$ cat src/rtl/core/mexp_pkg.sv
// Shared constants and types for the modular exponentiation block.
`timescale 1ns / 1ps

package mexp_pkg;

  // Width of every field and register on the ports
  localparam int FIELD_W = 64;

  // Default operand width
  localparam int WIDTH_DEFAULT = 64;

  // Sequencer states
  typedef enum logic [2:0] {
    ST_IDLE,
    ST_REDUCE,
    ST_MULT,
    ST_SQUARE,
    ST_FINISH
  } mexp_state_t;

endpackage

$ cat src/rtl/core/mexp_mulmod.sv
// Bit-serial modular multiplier: one multiplier bit per cycle, shift-and-add with reduction.
`timescale 1ns / 1ps

module mexp_mulmod #(
  parameter int WIDTH = mexp_pkg::WIDTH_DEFAULT
) (
  input  logic             clk,
  input  logic             rst,
  input  logic             start,
  input  logic [WIDTH-1:0] mult_x,
  input  logic [WIDTH-1:0] mult_y,
  input  logic [WIDTH-1:0] modulus,
  output logic             busy,
  output logic             done,
  output logic [WIDTH-1:0] product
);

  localparam int CNT_W = (WIDTH > 1) ? $clog2(WIDTH) : 1;

  logic [WIDTH-1:0] acc;
  logic [WIDTH-1:0] acc_next;
  logic [WIDTH-1:0] yreg;
  logic [CNT_W-1:0] cnt;

  logic [WIDTH:0]   dbl_sum;
  logic [WIDTH-1:0] dbl_red;
  logic [WIDTH:0]   add_sum;
  logic [WIDTH-1:0] add_red;

  // Double the partial sum, then add the multiplicand where the scanned bit is set
  always_comb begin
    dbl_sum = {1'b0, acc} + {1'b0, acc};
    if (dbl_sum >= {1'b0, modulus}) begin
      dbl_red = WIDTH'(dbl_sum - {1'b0, modulus});
    end else begin
      dbl_red = dbl_sum[WIDTH-1:0];
    end
    add_sum = {1'b0, dbl_red} + {1'b0, mult_x};
    if (add_sum >= {1'b0, modulus}) begin
      add_red = WIDTH'(add_sum - {1'b0, modulus});
    end else begin
      add_red = add_sum[WIDTH-1:0];
    end
    acc_next = yreg[WIDTH-1] ? add_red : dbl_red;
  end

  // Control: load on start, count down the multiplier bits, pulse done at the end
  always_ff @(posedge clk) begin
    if (rst) begin
      busy <= 1'b0;
      done <= 1'b0;
      cnt  <= '0;
    end else begin
      done <= 1'b0;
      if (start) begin
        busy <= 1'b1;
        cnt  <= CNT_W'(WIDTH - 1);
      end else if (busy) begin
        cnt <= cnt - 1'b1;
        if (cnt == '0) begin
          busy <= 1'b0;
          done <= 1'b1;
        end
      end
    end
  end

  // Datapath: partial sum and multiplier shift register
  always_ff @(posedge clk) begin
    if (start) begin
      acc  <= '0;
      yreg <= mult_y;
    end else if (busy) begin
      acc  <= acc_next;
      yreg <= yreg << 1;
    end
  end

  assign product = acc;

endmodule

$ cat src/rtl/core/modular_exponentiation.sv
// Top level: modular exponentiation by right-to-left square-and-multiply.
//
// Usage:
//   The modulus register is written through cfg_write_enable / cfg_write_data
//   (low WIDTH bits kept) while the block is idle; reset sets it to 1.
//   Input channel in_valid/in_ready carries base_value and exponent_value;
//   output channel out_valid/out_ready carries power_result, base to the
//   exponent mod modulus. One transaction in gives exactly one transaction out.
//   Sequence: the base is first reduced by one modular multiplication, then
//   each exponent bit up to the highest set bit costs one squaring, plus one
//   multiplication for each set bit (the squaring after the top bit is
//   skipped). Each modular multiplication occupies the shared bit-serial
//   multiplier. A modulus of 0 or 1 skips the multiplier and goes straight
//   to the finish state; an exponent of 0 takes only the reduction.
//   in_ready is high only while the sequencer is idle; one item at a time.
//   A finished result sits in the output register; a stalled receiver holds
//   it there, and the next item may be accepted and computed meanwhile, but
//   its result waits until the register is taken.
//   Reset (rst, synchronous) clears the sequencer and drops out_valid.
`timescale 1ns / 1ps

module modular_exponentiation #(
  parameter int WIDTH = mexp_pkg::WIDTH_DEFAULT
) (
  input  logic                         clk,
  input  logic                         rst,
  input  logic                         cfg_write_enable,
  input  logic [mexp_pkg::FIELD_W-1:0] cfg_write_data,
  input  logic                         in_valid,
  output logic                         in_ready,
  input  logic [mexp_pkg::FIELD_W-1:0] base_value,
  input  logic [mexp_pkg::FIELD_W-1:0] exponent_value,
  output logic                         out_valid,
  input  logic                         out_ready,
  output logic [mexp_pkg::FIELD_W-1:0] power_result
);

  mexp_pkg::mexp_state_t state;
  mexp_pkg::mexp_state_t state_next;

  logic [WIDTH-1:0] modulus;
  logic [WIDTH-1:0] acc;
  logic [WIDTH-1:0] sq;
  logic [WIDTH-1:0] expo;
  logic [WIDTH-1:0] result;
  logic             issue;
  logic             issue_next;

  logic             mul_busy;
  logic             mul_done;
  logic [WIDTH-1:0] mul_x;
  logic [WIDTH-1:0] mul_y;
  logic [WIDTH-1:0] mul_product;

  logic             in_accept;
  logic             out_free;
  logic             mod_trivial;
  logic [WIDTH-1:0] expo_shr;
  logic             op_next;

  assign in_accept   = in_valid && in_ready;
  assign out_free    = !out_valid || out_ready;
  assign mod_trivial = (modulus <= WIDTH'(1));
  assign expo_shr    = expo >> 1;

  // Shared modular multiplier
  mexp_mulmod #(
    .WIDTH(WIDTH)
  ) u_mulmod (
    .clk    (clk),
    .rst    (rst),
    .start  (issue),
    .mult_x (mul_x),
    .mult_y (mul_y),
    .modulus(modulus),
    .busy   (mul_busy),
    .done   (mul_done),
    .product(mul_product)
  );

  // Hold the modulus register
  always_ff @(posedge clk) begin
    if (rst) begin
      modulus <= WIDTH'(1);
    end else if (cfg_write_enable) begin
      modulus <= cfg_write_data[WIDTH-1:0];
    end
  end

  // Next state of the sequencer
  always_comb begin
    state_next = state;
    unique case (state)
      mexp_pkg::ST_IDLE: begin
        if (in_valid) begin
          state_next = mod_trivial ? mexp_pkg::ST_FINISH : mexp_pkg::ST_REDUCE;
        end
      end
      mexp_pkg::ST_REDUCE: begin
        if (mul_done) begin
          if (expo == '0) begin
            state_next = mexp_pkg::ST_FINISH;
          end else if (expo[0]) begin
            state_next = mexp_pkg::ST_MULT;
          end else begin
            state_next = mexp_pkg::ST_SQUARE;
          end
        end
      end
      mexp_pkg::ST_MULT: begin
        if (mul_done) begin
          state_next = (expo_shr == '0) ? mexp_pkg::ST_FINISH : mexp_pkg::ST_SQUARE;
        end
      end
      mexp_pkg::ST_SQUARE: begin
        if (mul_done) begin
          state_next = expo_shr[0] ? mexp_pkg::ST_MULT : mexp_pkg::ST_SQUARE;
        end
      end
      mexp_pkg::ST_FINISH: begin
        if (out_free) begin
          state_next = mexp_pkg::ST_IDLE;
        end
      end
      default: state_next = mexp_pkg::ST_IDLE;
    endcase
  end

  // Outputs of the sequencer: handshake and multiplier operands
  always_comb begin
    in_ready = 1'b0;
    mul_x    = sq;
    mul_y    = sq;
    unique case (state)
      mexp_pkg::ST_IDLE:   in_ready = 1'b1;
      mexp_pkg::ST_REDUCE: mul_x = WIDTH'(1);
      mexp_pkg::ST_MULT:   mul_x = acc;
      mexp_pkg::ST_SQUARE: mul_x = sq;
      mexp_pkg::ST_FINISH: in_ready = 1'b0;
      default:             in_ready = 1'b0;
    endcase
  end

  // Launch a multiplication on entry to an arithmetic state or on repeat
  always_comb begin
    op_next    = (state_next == mexp_pkg::ST_REDUCE) ||
                 (state_next == mexp_pkg::ST_MULT)   ||
                 (state_next == mexp_pkg::ST_SQUARE);
    issue_next = op_next && ((state_next != state) || mul_done);
  end

  // Advance the sequencer
  always_ff @(posedge clk) begin
    if (rst) begin
      state <= mexp_pkg::ST_IDLE;
      issue <= 1'b0;
    end else begin
      state <= state_next;
      issue <= issue_next;
    end
  end

  // Working registers: accumulator, running square, exponent
  always_ff @(posedge clk) begin
    unique case (state)
      mexp_pkg::ST_IDLE: begin
        if (in_accept) begin
          acc  <= mod_trivial ? '0 : WIDTH'(1);
          sq   <= base_value[WIDTH-1:0];
          expo <= exponent_value[WIDTH-1:0];
        end
      end
      mexp_pkg::ST_REDUCE: begin
        if (mul_done) begin
          sq <= mul_product;
        end
      end
      mexp_pkg::ST_MULT: begin
        if (mul_done) begin
          acc <= mul_product;
        end
      end
      mexp_pkg::ST_SQUARE: begin
        if (mul_done) begin
          sq   <= mul_product;
          expo <= expo_shr;
        end
      end
      mexp_pkg::ST_FINISH: begin
        acc <= acc;
      end
      default: begin
        acc <= acc;
      end
    endcase
  end

  // Output register: load the finished result, drop valid once taken
  always_ff @(posedge clk) begin
    if (rst) begin
      out_valid <= 1'b0;
    end else if (state == mexp_pkg::ST_FINISH && out_free) begin
      out_valid <= 1'b1;
    end else if (out_ready) begin
      out_valid <= 1'b0;
    end
  end

  always_ff @(posedge clk) begin
    if (state == mexp_pkg::ST_FINISH && out_free) begin
      result <= acc;
    end
  end

  assign power_result = mexp_pkg::FIELD_W'(result);

  // A multiplication is launched only when the unit is free
  assert property (@(posedge clk) disable iff (rst) issue |-> !mul_busy)
    else $error("multiplication launched while unit busy");

  // Completions arrive only while the sequencer waits on one
  assert property (@(posedge clk) disable iff (rst)
    mul_done |-> (state == mexp_pkg::ST_REDUCE || state == mexp_pkg::ST_MULT ||
                  state == mexp_pkg::ST_SQUARE))
    else $error("multiplier completion outside an arithmetic state");

  // An accepted transaction always leaves the idle state
  assert property (@(posedge clk) disable iff (rst)
    in_accept |=> state != mexp_pkg::ST_IDLE)
    else $error("sequencer stayed idle after accepting a transaction");

  // Finishing with a free output slot always presents a result next cycle
  assert property (@(posedge clk) disable iff (rst)
    (state == mexp_pkg::ST_FINISH && out_free) |=> out_valid && state == mexp_pkg::ST_IDLE)
    else $error("finished result not presented");

endmodule

$ cat config.mk
export PLATFORM = sky130hd
export DESIGN_NAME = modular_exponentiation
export DESIGN_NICKNAME = d
export VERILOG_FILES = /design/src/rtl/core/mexp_pkg.sv /design/src/rtl/core/mexp_mulmod.sv /design/src/rtl/core/modular_exponentiation.sv
export SDC_FILE = /design/constraint.sdc
export NUM_CORES = 1
export LEC_CHECK = 0
export BUFFER_PORTS_ARGS = -buffer_cell sky130_fd_sc_hd__buf_2
export CORE_MARGIN = 3
export CORE_UTILIZATION = 45
export DETAILED_ROUTE_END_ITERATION = 7
export PLACE_DENSITY = 0.7
export SYNTH_ARGS = -nofsm -noshare
export SYNTH_HDL_FRONTEND = slang
export SYNTH_HIERARCHICAL = 1
export SYNTH_SLANG_ARGS = --single-unit
$ cat constraint.sdc
create_clock -name clk -period 9.2 [get_ports clk]
set_input_delay 0.46 -clock clk [delete_from_list [all_inputs] [get_ports clk]]
set_output_delay 0.46 -clock clk [all_outputs]
set_load 0.05 [all_outputs]
==> results of run 1 <==
[path summary, 6_finish.rpt]
kind | from | to | slack, ps | cells past startpoint
setup reg to reg | modulus[12] | u_mulmod/product[29] | 230 | 36
hold / removal | cfg_write_data[58] | modulus[58] | 60 | 3
hold reg to reg | acc[21] | power_result[21] | 450 | 0
setup / recovery | modulus[12] | u_mulmod/product[29] | 230 | 36
[cells in the final DEF (no fill, tap or decap), drive strengths merged, types with 12 or more instances in the layout]
| master | count |
|---|---|
| clkinv | 21 |
| and2 | 91 |
| dfxtp | 141 |
| a32o | 20 |
| a2111oi | 12 |
| nand2b | 18 |
| and3 | 27 |
| xor2 | 58 |
| a21oi | 254 |
| a31oi | 33 |
| a22o | 66 |
| a21o | 92 |
| a211oi | 44 |
| mux2 | 160 |
| inv | 128 |
| xnor2 | 111 |
| buf | 579 |
| and4 | 17 |
| nor2b | 14 |
| nand2 | 450 |
| or3 | 19 |
| o31ai | 15 |
| o211ai | 44 |
| o211a | 12 |
| ha | 194 |
| edfxtp | 320 |
| nor4 | 51 |
| nand3 | 58 |
| nor3 | 44 |
| o21bai | 26 |
| or2 | 33 |
| o21ai | 198 |
| o21a | 20 |
| nor2 | 234 |
| nand4 | 72 |
| clkbuf | 66 |
| mux2i | 86 |
[logic make-up (layout without fill, tap and decap cells)]
group / Yosys count / count (layout) / share of synthesized area [%]
fa+ha+maj: 197 / 197 / 7.65
mux: 246 / 246 / 8.20
flops: 461 / 461 / 38.2
simple gates: 1150 / 1150 / 17.0
other cells: 0 / 1 / 0
compound gates: 973 / 973 / 20.1
xor+xnor: 169 / 169 / 4.55
buf+inv: 333 / 799 / 4.20
[layout make-up]
type                       instances  area share, %
clock buffer                      65           3.61
antenna                            1        0.00649
inverter                         125           1.22
multi-input combinational       2735           49.3
sequential                       461           32.3
tap                              940           3.05
timing repair buffer             580           9.85
clock inverter                    29          0.763
[through the flow]
step | util (%) | setup WS (ps) | hold slack, ps
after floorplan | - | 829 | 427
after global routing | 54.5 | 7.67 | 59.2
after CTS | 54.1 | 39.2 | 40.9
final | 54.5 | 229 | 61.4
after global placement | 51.8 | 59.2 | 431
after detailed placement | 51.8 | -17.7 | 437
[worst max-delay path: cells and delay by family, from the launching register on]
| family | cells | cell delay, ps |
|---|---|---|
| multiplexers | 1 | 390 |
| flip-flops | 1 | 370 |
| AND/OR/NAND/NOR | 12 | 3250 |
| adder cells (fa/ha/maj) | 3 | 1130 |
| buffers and inverters | 9 | 1420 |
| AO/OA/AOI/OAI | 11 | 2240 |
[state kept, by name (all words and copies together), names as in the netlist, 3 cells and up]
name and count:
state 3, modulus 64, power_result 64, acc 64, u_mulmod/cnt 6, mul_y 64
u_mulmod/yreg 64, u_mulmod/product 64, expo 64
[timing repair]
action                                  CTS  global route
endpoints found under the hold margin     0             0
gates resized for setup                   1            57
gates cloned                              0             1
endpoints found under the setup margin    3            64
pin swaps                                 0             9
buffers inserted                          0             3
[per-layer routing]
metal	GRT usage (%)	vias up	wire length (µm)
met3	7.99	152	13900
met2	43.2	1547	48700
met4	8.27	12	3470
li1	-	14023	-
met5	0	-	63
met1	46.9	14473	54800
==> results.cfg, run 1 <==
[status]
status = finished, final reports clean

[clock_network]
cts-buffers-inserted = 52
clk_latency_ps = 630
clk_pin_slew_ps = 60
ctsHoldBuffers = 0
cts_buffer_depth = 3
cts_sinks = 461
cts_tree = built
htreeDepth = 2
cts-root-buf = clkbuf_16

[synth]
synth_common_cells = nand2_1 (450), edfxtp_1 (320), a21oi_1 (253)
syn_avg_cell_area_um2 = 9.21
synth_edf_count = 320
syn_area_um2 = 32500
ys_ff_latch = 461
yosysSeqAreaShare_pct = 38.2
synth_ff_type = edfxtp_1
yosys-top-cells-area = edfxtp_1 (30%), dfxtp_1 (8.7%), ha_1 (7.5%)
netlist_instances = 3529
yosysUniqueCellTypes = 101
async_flop_share_pct = 0
yosys_warnings = 6
syn-num-nets = 3923
yosysTopAreaCellShare_pct = 29.6
synth_largest_area_cell = edfxtp_1
synth_most_common_cell = nand2_1

[run]
drv_cap = 0

[setup_path]
cp.required_ps = 9660
cpMostUsedCell = buf_4
path_class = flop to flop
endpoint_kind = flop
cp.arrival_ps = 9430
cpPeakStageDelay_ps = 650
cp_slowest_cell = or4_1
crit_path_max_fanout = 22
critPathLaunchType = flop

[detailed_routing]
via_per_inst = 6.12
first_pass_iters = 6
routed_wl_um = 121000
drt_iter0_drc = 3543
routed_wire_length_per_instance_um = 24.5
drc_errors = 0
vias = 30207
ant_nets = 0

[timing]
finalCritPeriodShare_pct = 97.5
finalSetupTns_ps = 0
max_freq_ghz = 0.111
setup_viol = 0
tightest_slew_ps = 1110
drv_slew = 0
relSlewSlack_pct = 25.5
rsz0062_at_grt = false
hold_violations = 0
period_minus_slack_ps = 8970
clock_skew_ps = 38.1

[placed_design]
io_buffers = 262
dp_cells = 4837
post_dp_cell_area_um2 = 36600
gp_congestion = 1.05
dp_hpwl_um = 95500

[cells_and_area]
multiInputGateArea_um2 = 19000
seq_area_um2 = 12400
synthToLayoutAreaGrowth_pct = 18.6
final_area_um2 = 38600
drive_gt1_share_pct = 23.4
nFillCells = 6405
fin_cells = 4936
final_net_count = 4349

[global_routing]
grt_first_pass_wirelength_um = 176000
grt.overflow.total = 0
antenna_found_initial = 8
grt_pass1_vias = 28005
grtUsageTotal_pct = 31.0
grt_max_degree = 78

[floorplanning]
die_area_um2 = 75500
floorplan.initialDensity_pct = 46.0
chipHeight_um = 275
rows = 97
io_pins = 263
die_width_um = 275
fp.coreArea_um2 = 70800

[min_path]
hold_class = input pin to flop
Power of run 1 is not shown: default switching activity piles up to over one toggle a cycle in this logic, so the estimate is an artifact.
==> inputs of run 2 (changes only) <==
--- a/config.mk
+++ b/config.mk
@@ -10,6 +10,7 @@
 export CORE_UTILIZATION = 45
 export DETAILED_ROUTE_END_ITERATION = 7
 export PLACE_DENSITY = 0.7
+export RECOVER_POWER = 25
 export SYNTH_ARGS = -nofsm -noshare
 export SYNTH_HDL_FRONTEND = slang
 export SYNTH_HIERARCHICAL = 1
==> run 2 against run 1 <==
  * The flow now finishes with violations (capacitance limit, slew limit)
  * Cell area decreased by 0.20%
  * Core utilization shrank 0.11 points
  * Worst setup slack better by 3.1 ps
  * Routed wire length about the same
  * Critical path type unchanged
==> results.cfg, run 2 (synthesized netlist as in run 1, its figures left out) <==
[status]
status = finished, violations left
violations = capacitance limit, slew limit

[timing]
finalCritPeriodShare_pct = 97.5
setup_ws_ps = 232
hold_violations = 0
max_freq_ghz = 0.112
relSlewSlack_pct = -125
drv_slew = 109
period_minus_slack_ps = 8970
clock_skew_ps = 42.9
setup_viol = 0
tightest_slew_ps = 3370
finalSetupTns_ps = 0
rsz0062_at_grt = false

[min_path]
hold-path-endpoint = modulus[58]
hp-start = cfg_write_data[58]
hold_class = input pin to flop
min_path_cells = 3

[detailed_routing]
drt_iter0_drc = 3515
via_per_inst = 6.12
routed_wire_length_per_instance_um = 24.5
routed_wl_um = 121000
drc_errors = 0
first_pass_iters = 6
ant_nets = 0
vias = 30234

[setup_path]
critPathLaunchType = flop
cpPeakStageDelay_ps = 650
reg2reg_to = u_mulmod/product[29]
endpoint_kind = flop
cpMostUsedCell = buf_4
r2r_slack_ps = 230
r2r-start = modulus[12]
reg2reg_depth = 36
crit_path_max_fanout = 22
cp_slowest_cell = or4_1
cp.required_ps = 9660
crit_family = simple AND/OR/NAND/NOR gates
path_class = flop to flop
path_buf_inv = 9
cp.arrival_ps = 9430

[clock_network]
htreeDepth = 2
cts_buffer_depth = 3
cts-root-buf = clkbuf_16
cts-buffers-inserted = 52
clk_pin_slew_ps = 60
clk_latency_ps = 640
cts_tree = built
cts_sinks = 461

[global_routing]
grt_pass1_vias = 28005
antenna_found_initial = 8
grt_max_degree = 78
grt_first_pass_wirelength_um = 176000
grt.overflow.total = 0
grtUsageTotal_pct = 31.0

[cells_and_area]
mostFrequentLayoutCells = nand2_1 (449), edfxtp_1 (320), buf_4 (309), a21oi_1 (246), nor2_1 (228)
final_net_count = 4349
synthToLayoutAreaGrowth_pct = 18.4
fin_cells = 4937
drive_gt1_share_pct = 21.9
final_common_cell = nand2_1

[floorplanning]
floorplan.initialDensity_pct = 46.0
chipHeight_um = 275
rows = 97
fp.coreArea_um2 = 70800
die_area_um2 = 75500
die_width_um = 275
io_pins = 263

[placed_design]
io_buffers = 262
dp_hpwl_um = 95500
pre_cts_slack_ps = -17.7
gp_congestion = 1.05
dp_cells = 4837

[run]
drv_cap = 2
-- run 2: routing by layer --
metal | up-vias | wire length [µm] | GRT usage (%)
li1 | 14024 | - | -
met1 | 14531 | 55200 | 46.9
met2 | 1512 | 48900 | 43.2
met3 | 155 | 13500 | 7.99
met4 | 12 | 3420 | 8.27
met5 | - | 63 | 0
-- run 2: through the flow --
stage / utilization, % / instance area, µm² / hold WS [ps]
after floorplan: - / 32500 / 427
after global routing: 54.4 / 38500 / 59.2
final: 54.4 / 38500 / 58.2
after global placement: 51.8 / 36600 / 431
after CTS: 54.1 / 38300 / 40.9
after detailed placement: 51.8 / 36600 / 437
-- run 2: how the worst max path moves through the flow --
| stage | start | endpoint | slack (ps) | depth (start not counted) |
|---|---|---|---|---|
| after global placement | modulus[20] | u_mulmod/product[34] | 60 | 37 |
| final | modulus[12] | u_mulmod/product[29] | 230 | 36 |
| after floorplan | modulus[20] | u_mulmod/product[41] | 830 | 37 |
| after CTS | modulus[20] | u_mulmod/product[34] | 40 | 37 |
| after detailed placement | modulus[20] | u_mulmod/product[34] | -20 | 37 |
| after global routing | modulus[1] | u_mulmod/product[29] | 8 | 38 |
-- run 2: final cells by class --
class	count	area, µm²
fill	6450	32300
timing repair buffer	580	3720
antenna	2	5.00
tap	940	1180
multi-input combinational	2735	19000
sequential	461	12400
clock buffer	65	1390
inverter	125	469
clock inverter	29	294
-- run 2: timing repair --
item | 4_1_cts | 5_1_grt
hold buffers | 0 | 0
endpoints found under the setup margin | 3 | 64
pin swaps | 0 | 9
cloned | 0 | 1
buffers inserted | 0 | 3
resized for setup | 1 | 57
-- run 2: worst register-to-register path, delay by kind of cell, from the launching register on --
kind / cells / cell delay, ps
DFF: 1 / 370
and+or+nand+nor: 12 / 3280
AOI/OAI and AO/OA: 11 / 2230
muxes: 1 / 390
adders and majority gates: 3 / 1140
buffers and inverters: 9 / 1440
Power of run 2 is left out for the same reason.
